==> src/rtl/core/ipks_pkg.sv <==
`default_nettype none
package ipks_pkg;

    localparam int MAX_DIM       = 1024;
    localparam int TOPK_MAX      = 16;
    localparam int ELEMENT_WIDTH = 16;
    localparam int ACC_WIDTH     = 40;
    localparam int PROD_WIDTH    = 2 * ELEMENT_WIDTH;
    localparam int POS_WIDTH     = $clog2(MAX_DIM + 2);
    localparam int ADDR_WIDTH    = $clog2(MAX_DIM);
    localparam int KEEP_WIDTH    = 5;
    localparam int CNT_WIDTH     = $clog2(TOPK_MAX + 1);
    localparam int IDX_WIDTH     = (TOPK_MAX > 1) ? $clog2(TOPK_MAX) : 1;
    localparam int SRC_WIDTH     = 32;
    localparam int RANK_WIDTH    = 4;
    localparam int STATUS_WIDTH  = 3;
    localparam int KEEP_RESET    = 4;

    typedef enum logic [1:0] {
        CMD_QUERY  = 2'd0,
        CMD_DOC    = 2'd1,
        CMD_FINISH = 2'd2,
        CMD_NONE   = 2'd3
    } command_t;

    typedef enum logic [STATUS_WIDTH-1:0] {
        ST_OK          = 3'd0,
        ST_NO_DOCS     = 3'd1,
        ST_EMPTY_QUERY = 3'd2,
        ST_MISMATCH    = 3'd3,
        ST_NONE_KEPT   = 3'd4
    } status_t;

    typedef enum logic [1:0] {
        OPEN_NONE  = 2'd0,
        OPEN_QUERY = 2'd1,
        OPEN_DOC   = 2'd2
    } open_t;

    typedef enum logic [2:0] {
        S_IDLE,
        S_MUL,
        S_ACC,
        S_INS,
        S_EMIT
    } state_t;

    typedef struct packed {
        logic query_load;
        logic doc_start;
        logic mul;
        logic acc;
        logic ins;
        logic finish;
        logic emit_load;
    } dp_cmd_t;

    typedef struct packed {
        logic doc_last;
        logic out_free;
        logic emit_done;
    } dp_status_t;

endpackage
`default_nettype wire

==> src/rtl/core/ipks_ctrl.sv <==
`default_nettype none
module ipks_ctrl (
    input  wire logic                 aclk,
    input  wire logic                 aresetn,
    input  wire logic                 s_valid,
    input  wire logic [1:0]           s_command,
    output logic                      s_ready,
    output ipks_pkg::dp_cmd_t         cmd,
    input  wire ipks_pkg::dp_status_t stat
);

    ipks_pkg::state_t state_reg, state_next;

    always_ff @(posedge aclk) begin
        if (!aresetn) begin
            state_reg <= ipks_pkg::S_IDLE;
        end else begin
            state_reg <= state_next;
        end
    end

    always_comb begin
        state_next = state_reg;
        cmd        = '0;
        s_ready    = 1'b0;
        unique case (state_reg)
            ipks_pkg::S_IDLE: begin
                s_ready = 1'b1;
                if (s_valid) begin
                    unique case (ipks_pkg::command_t'(s_command))
                        ipks_pkg::CMD_QUERY: cmd.query_load = 1'b1;
                        ipks_pkg::CMD_DOC: begin
                            cmd.doc_start = 1'b1;
                            state_next    = ipks_pkg::S_MUL;
                        end
                        ipks_pkg::CMD_FINISH: begin
                            cmd.finish = 1'b1;
                            state_next = ipks_pkg::S_EMIT;
                        end
                        ipks_pkg::CMD_NONE: ;
                        default: ;
                    endcase
                end
            end
            ipks_pkg::S_MUL: begin
                cmd.mul    = 1'b1;
                state_next = ipks_pkg::S_ACC;
            end
            ipks_pkg::S_ACC: begin
                cmd.acc    = 1'b1;
                state_next = stat.doc_last ? ipks_pkg::S_INS : ipks_pkg::S_IDLE;
            end
            ipks_pkg::S_INS: begin
                cmd.ins    = 1'b1;
                state_next = ipks_pkg::S_IDLE;
            end
            ipks_pkg::S_EMIT: begin
                if (stat.out_free) begin
                    cmd.emit_load = 1'b1;
                    if (stat.emit_done) begin
                        state_next = ipks_pkg::S_IDLE;
                    end
                end
            end
            default: state_next = ipks_pkg::S_IDLE;
        endcase
    end

endmodule
`default_nettype wire

==> config.mk <==
export PLATFORM = sky130hd
export DESIGN_NAME = ipks_ctrl
export DESIGN_NICKNAME = d
export VERILOG_FILES = /design/src/rtl/core/ipks_pkg.sv /design/src/rtl/core/ipks_ctrl.sv
export SDC_FILE = /design/constraint.sdc
export NUM_CORES = 1
export LEC_CHECK = 0
export ABC_AREA = 1
export ABC_CLOCK_PERIOD_IN_PS = 1200
export BUFFER_PORTS_ARGS = -buffer_cell sky130_fd_sc_hd__buf_2
export CAP_MARGIN = 20
export CORE_AREA = 4 4 41 43
export DETAILED_ROUTE_END_ITERATION = 16
export DIE_AREA = 0 0 45 47
export GPL_TIMING_DRIVEN = 0
export RECOVER_POWER = 50
export SETUP_SLACK_MARGIN = 0.4
export SLEW_MARGIN = 40
export SYNTH_ARGS = -nofsm -noshare
export SYNTH_HDL_FRONTEND = slang
export SYNTH_SLANG_ARGS = --single-unit
==> constraint.sdc <==
create_clock -name aclk -period 1.2 [get_ports aclk]
set_input_delay 0.3 -clock aclk [delete_from_list [all_inputs] [get_ports aclk]]
set_output_delay 0.3 -clock aclk [all_outputs]
set_load 0.01 [all_outputs]
==> run_results.csv, run 1 <==
group,metric,value,unit
status,outcome,"finished, violations left",
status,violations,"negative setup slack",
setup_path,crit_type,"register to output port",
hold_path,hp-start,"aresetn",
hold_path,hold_path_depth,3,
die,core,1300,um2
finish,fin_area,584,um2
power,p_int,0.000378,W
power,comb_power_share,0.472,
placed_design,hpwl,528,um
clocking,cts_max_path_buffers,2,
setup_path,r2r_slack,-0.18,ns
sta,slew_headroom,0.871,
finish,antenna_cells,0,
global_route,overflow,0,
power,power_leakage,0.302,nW
sta,min_period_over_period,1.17,
die,rows,13,
power,power_density,980,nW/um2
setup_path,crit_chain,"nor2_4, nand2_4, nor4_4, buf_2",
finish,largest_reg_flops,3,
setup_path,cp-end-kind,"output port",
placed_design,gp_congestion,0.676,
die,fp.dieH,47,um
synth,synth_area_leaders,"dfxtp_1 (25%), inv_1 (13%), nand3_1 (10%)",
route,viasPerCell,4.25,
power,power_frac_seq,0.205,
sta,fin_ws,-0.208,ns
setup_path,reg2reg_from,"state_reg[0]$_SDFFE_PN0P_",
synth,synth.most_common_cell,"inv_1",
route,drt_iter0_markers,0,
sta,maxSlewViolCount,0,
clocking,cts_buffers,3,
sta,fin_skew,0.00607,ns
synth,ys.flop_type,"dfxtp_1",
die,start_util,0.185,
route,firstDrtPassIters,1,
power,p_total,0.000572,W
hold_path,worstHoldEndpoint,"state_reg[0]$_SDFFE_PN0P_",
die,dieArea,2120,um2
synth,synth-edff-count,0,
setup_path,cp_slowest_stage_delay,0.34,ns
synth,synth.distinct_cells,16,
setup_path,critPathLaunchType,"register",
clocking,htree_levels,1,
route,routed_wirelength,851,um
synth,ys_seq_elements,3,
finish,drive_above_1_share,0.757,
global_route,grt_pass1_vias,370,
sta,period_needed,1.41,ns
synth,synth_top_area_frac,0.250,
synth,async_reset_ff_frac,0,
finish,nNetsFinal,79,
route,drc,0,
sta,whs,0.334,ns
sta,fmax,0.710,GHz
finish,areaGrowthSynthToFinish,143,%
clocking,cts_root_buffer,"clkbuf_4",
setup_path,r2r_cells,10,
power,irDropWorstVdd,0.279,mV
hold_path,min_path_type,"input pin to register",
finish,multiInputGateArea,210,um2
placed_design,postPlaceCellArea,385,um2
sta,setup_violations,9,
route,dr_total_vias,361,
sta,worst_slew_pin_slew,0.193,ns
clocking,clk_pin_slew,0.03,ns
flow_run,drv_cap,0,
power,p_sw,0.000195,W
global_route,grt_usage,0.0892,
global_route,grt_pass1_wl,1.34,mm
power,switching_share,0.340,
die,die_x,45,um
setup_path,reg2reg_to,"state_reg[0]$_SDFFE_PN0P_",
setup_path,worstPathMaxFanout,3,
sta,rsz0062_at_grt,"true",
clocking,cts-hold-fix-buffers,0,
power,p_clk_frac,0.323,
global_route,grt_max_degree,7,
setup_path,worst_path_max_delay_cell,"dfxtp_4",
sta,hold_viol,0,
synth,yosysTopAreaCell,"dfxtp_1",
route,postRouteAntennaNets,0,
synth,yosysWarnings,0,
synth,seq_area_frac_synth,0.250,
synth,synth_nets,47,
placed_design,portBuffers,15,
finish,regArea,71.3,um2
setup_path,arrival,1.11,ns
clocking,clock-sinks,3,
synth,syn_avg_cell_area,6.16,um2
finish,n_fill_cell,131,
clocking,cts_tree,"yes",
clocking,clk_latency,0.24,ns
synth,synth_area,240,um2
synth,syn_inst,39,
global_route,antenna_found_initial,0,
setup_path,crit_required,0.90,ns
die,io_pins,16,
route,wire_per_inst,10.0,um
synth,synth_common_cells,"inv_1 (8), nand2_1 (6), nand3_1 (5), dfxtp_1 (3), nor2_1 (3)",
## per-stage QoR
stage | TNS, ns | cells | utilization | setup WS, ns
3_3_place_gp | -0.0556 | 69 | 0.296 | -0.0556
2_1_floorplan | 0 | 39 | - | 0.128
4_1_cts | -1.13 | 81 | 0.412 | -0.207
5_1_grt | -1.68 | 85 | 0.449 | -0.258
3_5_place_dp | -0.0849 | 69 | 0.296 | -0.0795
6_report | -1.26 | 85 | 0.449 | -0.208
## worst max-delay path by stage
stage	cells past startpoint	endpoint	slack (ns)	start
2_1_floorplan	5	cmd[1]	0.13	state_reg[1]$_SDFFE_PN0P_
3_3_place_gp	7	cmd[1]	-0.06	s_command[0]
3_5_place_dp	7	cmd[1]	-0.08	s_command[0]
4_1_cts	4	cmd[6]	-0.21	state_reg[0]$_SDFFE_PN0P_
5_1_grt	4	cmd[6]	-0.26	state_reg[0]$_SDFFE_PN0P_
6_report	4	cmd[6]	-0.21	state_reg[0]$_SDFFE_PN0P_
## power groups by stage
stage	clock, W	sequential, W	combinational, W
2_1_floorplan	0	0.000123	0.000104
3_3_place_gp	0	0.000125	0.000144
3_5_place_dp	0	0.000125	0.000146
4_1_cts	0.000191	0.000118	0.000238
5_1_grt	0.000190	0.000118	0.000294
6_report	0.000185	0.000117	0.000270
## critical path, delay by kind of cell, from the launching register on
kind / cells / cell delay, ns
flip-flops: 1 / 0.34
AND/OR/NAND/NOR: 3 / 0.36
buffers and inverters: 1 / 0.16
## per-layer routing
metal / routed length (um) / vias up / GRT usage
met5: 0 / - / 0
met4: 21 / 0 / 0.0877
met3: 50 / 2 / 0.0115
met2: 506 / 9 / 0.178
met1: 272 / 165 / 0.0726
li1: - / 185 / -
## kinds of logic (layout without fill, tap and decap cells)
logic type / Yosys count / in the layout / share of synthesized area
AOI/OAI and AO/OA: 2 / 2 / 0.0573
DFF: 3 / 3 / 0.250
buffers and inverters: 10 / 41 / 0.156
and+or+nand+nor: 24 / 24 / 0.536
## timing repair
item,CTS,global route
pin swaps,5,2
setup endpoints to repair,10,11
buffers inserted,8,4
gates resized for setup,16,4
## layout by cell type, fill, tap and decap left out
| cell type | netlist | layout |
|---|---|---|
| a21oi_2 | 1 | 2 |
| and3_4 | 0 | 1 |
| buf_2 | 0 | 11 |
| buf_4 | 0 | 6 |
| buf_6 | 0 | 10 |
| clkbuf_1 | 0 | 1 |
| clkbuf_4 | 0 | 3 |
| dfxtp_4 | 0 | 3 |
| inv_1 | 8 | 5 |
| inv_2 | 2 | 2 |
| inv_4 | 0 | 3 |
| nand2_1 | 6 | 6 |
| nand2_4 | 0 | 2 |
| nand3_1 | 5 | 2 |
| nand3_2 | 1 | 3 |
| nand3_4 | 0 | 1 |
| nand4_1 | 1 | 1 |
| nor2_1 | 3 | 2 |
| nor2_2 | 1 | 2 |
| nor2_4 | 1 | 1 |
| nor3_2 | 0 | 2 |
| nor4_4 | 0 | 1 |
## cell type report
| type | instances | share of cell area |
|---|---|---|
| clock buffer | 4 | 0.0450 |
| multi-input combinational | 26 | 0.360 |
| inverter | 10 | 0.0771 |
| timing repair buffer | 27 | 0.364 |
| sequential | 3 | 0.122 |
| tap | 15 | 0.0321 |
No activity file was read; power rests on OpenSTA's default activity.
==> run 2: changes to the inputs <==
--- a/config.mk
+++ b/config.mk
@@ -6,13 +6,13 @@
 export NUM_CORES = 1
 export LEC_CHECK = 0
 export ABC_AREA = 1
-export ABC_CLOCK_PERIOD_IN_PS = 1200
 export BUFFER_PORTS_ARGS = -buffer_cell sky130_fd_sc_hd__buf_2
 export CAP_MARGIN = 20
 export CORE_AREA = 4 4 41 43
 export DETAILED_ROUTE_END_ITERATION = 16
 export DIE_AREA = 0 0 45 47
 export GPL_TIMING_DRIVEN = 0
+export PLACE_DENSITY = 0.52
 export RECOVER_POWER = 50
 export SETUP_SLACK_MARGIN = 0.4
 export SLEW_MARGIN = 40
==> run_results.csv, run 2 (synthesis results as in run 1) <==
group,metric,value,unit
status,outcome,"finished, violations left",
status,violations,"negative setup slack",
global_route,overflow,0,
power,power_density,957,nW/um2
global_route,grt_max_degree,7,
sta,slew_headroom,0.871,
clocking,clk_pin_slew,0.03,ns
sta,fin_skew,0.00193,ns
setup_path,crit_required,0.90,ns
finish,most-common-layout-cells,"buf_2 (12), nand2_1 (6), inv_1 (5), buf_6 (5), buf_4 (5)",
route,firstDrtPassIters,3,
setup_path,r2r_cells,9,
route,drt_iter0_markers,5,
sta,min_period_over_period,1.15,
placed_design,hpwl,517,um
global_route,grt_pass1_vias,262,
route,dr_total_vias,329,
die,die_x,45,um
setup_path,arrival,1.08,ns
setup_path,worstPathMaxFanout,3,
route,wire_per_inst,9.62,um
clocking,cts_max_path_buffers,2,
sta,worst_slew_pin_slew,0.192,ns
clocking,cts_buffers,3,
finish,post-route-util,0.413,
setup_path,cp-end-kind,"output port",
die,rows,13,
route,routed_wirelength,779,um
power,p_total,0.000513,W
setup_path,startpoint,"state_reg[0]$_SDFFE_PN0P_",
sta,setup_violations,8,
die,start_util,0.185,
hold_path,min_path_type,"input pin to register",
die,core,1300,um2
hold_path,hold_path_depth,3,
power,irDropWorstVdd,0.323,mV
sta,rsz0062_at_grt,"true",
finish,nNetsFinal,75,
setup_path,crit_type,"register to output port",
finish,final_common_cell,"buf_2",
setup_path,critPathLaunchType,"register",
setup_path,reg2reg_from,"state_reg[0]$_SDFFE_PN0P_",
sta,fin_ws,-0.185,ns
sta,hold_viol,0,
route,viasPerCell,4.06,
finish,areaGrowthSynthToFinish,123,%
global_route,grt_usage,0.0662,
clocking,clk_latency,0.23,ns
route,postRouteAntennaNets,0,
clocking,cts_tree,"yes",
sta,period_needed,1.38,ns
die,dieArea,2120,um2
finish,n_fill_cell,144,
hold_path,worstHoldEndpoint,"state_reg[0]$_SDFFE_PN0P_",
hold_path,hp-start,"aresetn",
placed_design,gp_congestion,0.724,
die,fp.dieH,47,um
setup_path,r2r_slack,0.02,ns
global_route,antenna_found_initial,0,
placed_design,portBuffers,15,
clocking,htree_levels,1,
clocking,clock-sinks,3,
finish,drive_above_1_share,0.712,
sta,fmax,0.722,GHz
setup_path,reg2reg_to,"state_reg[0]$_SDFFE_PN0P_",
finish,largest_reg_flops,3,
sta,maxSlewViolCount,0,
route,drc,0,
finish,antenna_cells,0,
power,power_leakage,0.275,nW
flow_run,drv_cap,0,
clocking,cts-hold-fix-buffers,0,
global_route,grt_pass1_wl,1.00,mm
die,io_pins,16,
clocking,cts_root_buffer,"clkbuf_4",
run 2: repair_timing:
action	in CTS	in global routing
setup buffers	4	4
pin swaps	3	2
endpoints found under the setup margin	10	11
gates resized for setup	7	5
gates cloned	0	0
run 2: layer usage:
| layer | GRT usage | vias to the layer above | wire length (um) |
|---|---|---|---|
| met5 | 0 | - | 0 |
| met4 | 0.0526 | 0 | 0 |
| met3 | 0 | 0 | 54 |
| met2 | 0.113 | 11 | 423 |
| met1 | 0.0792 | 142 | 301 |
| li1 | - | 176 | - |
run 2: through the flow:
step                instances  hold WS, ns  worst slack [ns]  instance area (um2)  TNS, ns
finish                     81        0.337            -0.185                  537   -0.983
global placement           69        0.544           -0.0603                  385  -0.0652
CTS                        77        0.336            -0.194                  478   -0.933
global route               81        0.344            -0.244                  537    -1.41
detailed placement         69        0.540           -0.0592                  385  -0.0622
floorplan                  39        0.464             0.128                  292        0
run 2: layout make-up:
cell class                 count  area [um2]  area share
clock buffer                   4        26.3      0.0490
sequential                     3        71.3       0.133
timing repair buffer          23         174       0.324
multi-input combinational     26         204       0.380
tap                           15        18.8      0.0350
inverter                      10        42.5      0.0793
run 2: critical path, stage by stage (launching register included):
cell and delay, ns:
dfxtp_4 0.34, nor2_4 0.15, nand2_4 0.09, nor4_4 0.12, buf_2 0.16
run 2: report_power, final:
| group | total, W | leakage [nW] | switching (W) | internal, W |
|---|---|---|---|---|
| Sequential | 0.000118 | 0.0267 | 0.0000118 | 0.000107 |
| Clock | 0.000174 | 0.0150 | 0.0000493 | 0.000124 |
| Combinational | 0.000221 | 0.233 | 0.000111 | 0.000110 |
| Total | 0.000513 | 0.275 | 0.000172 | 0.000341 |
run 2: worst max-delay path by stage:
stage | endpoint
floorplan | cmd[1]
global placement | cmd[1]
detailed placement | cmd[1]
global route | cmd[6]
CTS | cmd[6]
finish | cmd[6]
==> run 3: changes to the inputs <==
==> constraint.sdc (replaced) <==
create_clock -name aclk -period 1.8 [get_ports aclk]
set_input_delay 0.45 -clock aclk [delete_from_list [all_inputs] [get_ports aclk]]
set_output_delay 0.45 -clock aclk [all_outputs]
set_load 0.01 [all_outputs]
==> run_results.csv, run 3 (synthesis results as in run 1) <==
group,metric,value,unit
finish,final_common_cell,"buf_2",
flow_run,drv_cap,0,
placed_design,hpwl,488,um
sta,slew_headroom,0.865,
finish,antenna_cells,0,
sta,setup_tns,0,ns
setup_path,worstPathMaxFanout,4,
setup_path,arrival,1.12,ns
route,dr_total_vias,335,
finish,nNetsFinal,74,
global_route,grt_usage,0.0687,
global_route,antenna_found_initial,0,
finish,regArea,71.3,um2
power,p_clk_frac,0.360,
finish,largest_reg_flops,3,
setup_path,critPathLaunchType,"register",
setup_path,cp-end-kind,"output port",
setup_path,crit_required,1.35,ns
die,io_pins,16,
clocking,cts-hold-fix-buffers,0,
finish,multiInputGateArea,166,um2
die,fp.dieH,47,um
finish,fin_cells,80,
route,wire_per_inst,8.59,um
sta,setup_violations,0,
route,drc,0,
power,power_leakage,0.258,nW
die,rows,13,
route,drt_iter0_markers,7,
sta,fin_skew,0.00197,ns
global_route,grt_max_degree,7,
global_route,overflow,0,
finish,drive_above_1_share,0.600,
sta,fmax,0.638,GHz
clocking,cts_root_buffer,"clkbuf_4",
finish,n_fill_cell,151,
clocking,cts_max_path_buffers,2,
route,firstDrtPassIters,2,
finish,most-common-layout-cells,"buf_2 (11), inv_1 (7), nand2_1 (6)",
power,power_density,674,nW/um2
status,outcome,"completed",
die,core,1300,um2
placed_design,dp.cells,69,
setup_path,crit_type,"register to output port",
power,power_frac_seq,0.241,
die,die_x,45,um
finish,post-route-util,0.363,
sta,maxSlewViolCount,0,
sta,worst_slew_pin_slew,0.200,ns
clocking,clk_pin_slew,0.04,ns
sta,hold_viol,0,
sta,period_needed,1.57,ns
sta,rsz0062_at_grt,"true",
route,routed_wirelength,687,um
clocking,htree_levels,1,
die,dieArea,2120,um2
hold_path,min_path_type,"input pin to register",
placed_design,dp_slack,0.304,ns
clocking,cts_tree,"yes",
route,postRouteAntennaNets,0,
power,p_sw,0.0000981,W
clocking,cts_buffers,3,
clocking,clock-sinks,3,
power,irDropWorstVdd,0.260,mV
sta,fin_ws,0.233,ns
die,start_util,0.185,
power,p_int,0.000220,W
finish,areaGrowthSynthToFinish,96.4,%
power,comb_power_share,0.400,
power,switching_share,0.309,
placed_design,portBuffers,15,
sta,min_period_over_period,0.871,
clocking,clk_latency,0.23,ns
global_route,grt_pass1_vias,284,
route,viasPerCell,4.19,
global_route,grt_pass1_wl,1.02,mm
placed_design,gp_congestion,0.616,
[run 3: changes by cell type in the layout (fill, tap and decap cells not counted), moves of 2 or more]
cell and change:
clkbuf_1 +2, nand2_4 -2, buf_4 -2, nand2_2 +2, inv_1 +2
[run 3: what timing repair did]
item                       CTS  global route
setup endpoints to repair    7             8
gates resized for setup     12             7
setup buffers                4             3
pin swaps                    1             0
[run 3: layout make-up]
class | count | share of cell area
clock buffer | 4 | 0.0557
tap | 15 | 0.0398
timing repair buffer | 22 | 0.316
multi-input combinational | 26 | 0.353
inverter | 10 | 0.0849
sequential | 3 | 0.151
[run 3: worst max-delay path: stages (launching register included)]
cell	delay [ns]
dfxtp_4	0.34
nor2_4	0.14
nand2_2	0.08
nor4_1	0.15
buf_2	0.17
[run 3: power by group through the flow]
stage | Combinational (W) | Clock, W | Sequential [W]
after global routing | 0.000139 | 0.000128 | 0.0000769
after floorplan | 0.0000536 | 0 | 0.0000796
after CTS | 0.000109 | 0.000121 | 0.0000797
after detailed placement | 0.0000791 | 0 | 0.0000808
final | 0.000127 | 0.000114 | 0.0000765
after global placement | 0.0000784 | 0 | 0.0000807
[run 3: through the flow]
| step | total power, W | cell area [um2] | hold slack, ns |
|---|---|---|---|
| after floorplan | 0.000133 | 240 | 0.527 |
| after global placement | 0.000159 | 334 | 0.573 |
| after detailed placement | 0.000160 | 334 | 0.572 |
| after CTS | 0.000310 | 429 | 0.490 |
| after global routing | 0.000344 | 472 | 0.493 |
| final | 0.000318 | 472 | 0.493 |
[run 3: worst paths after layout]
path                        startpoint                        end  slack [ns]  cells past startpoint
max          state_reg[1]$_SDFFE_PN0P_                     cmd[6]        0.23                      4
max reg2reg  state_reg[1]$_SDFFE_PN0P_  state_reg[0]$_SDFFE_PN0P_        0.66                      8
min reg2reg  state_reg[2]$_SDFFE_PN0P_  state_reg[1]$_SDFFE_PN0P_        0.56                      3
min                            aresetn  state_reg[0]$_SDFFE_PN0P_        0.49                      3
[run 3: routing by layer]
metal / up-vias / share of wire / global-route usage
met1: 152 / 0.38 / 0.0658
met3: 0 / 0.077 / 0.0383
li1: 176 / - / -
met2: 7 / 0.54 / 0.110
met4: 0 / 0 / 0.0526
met5: - / 0 / 0
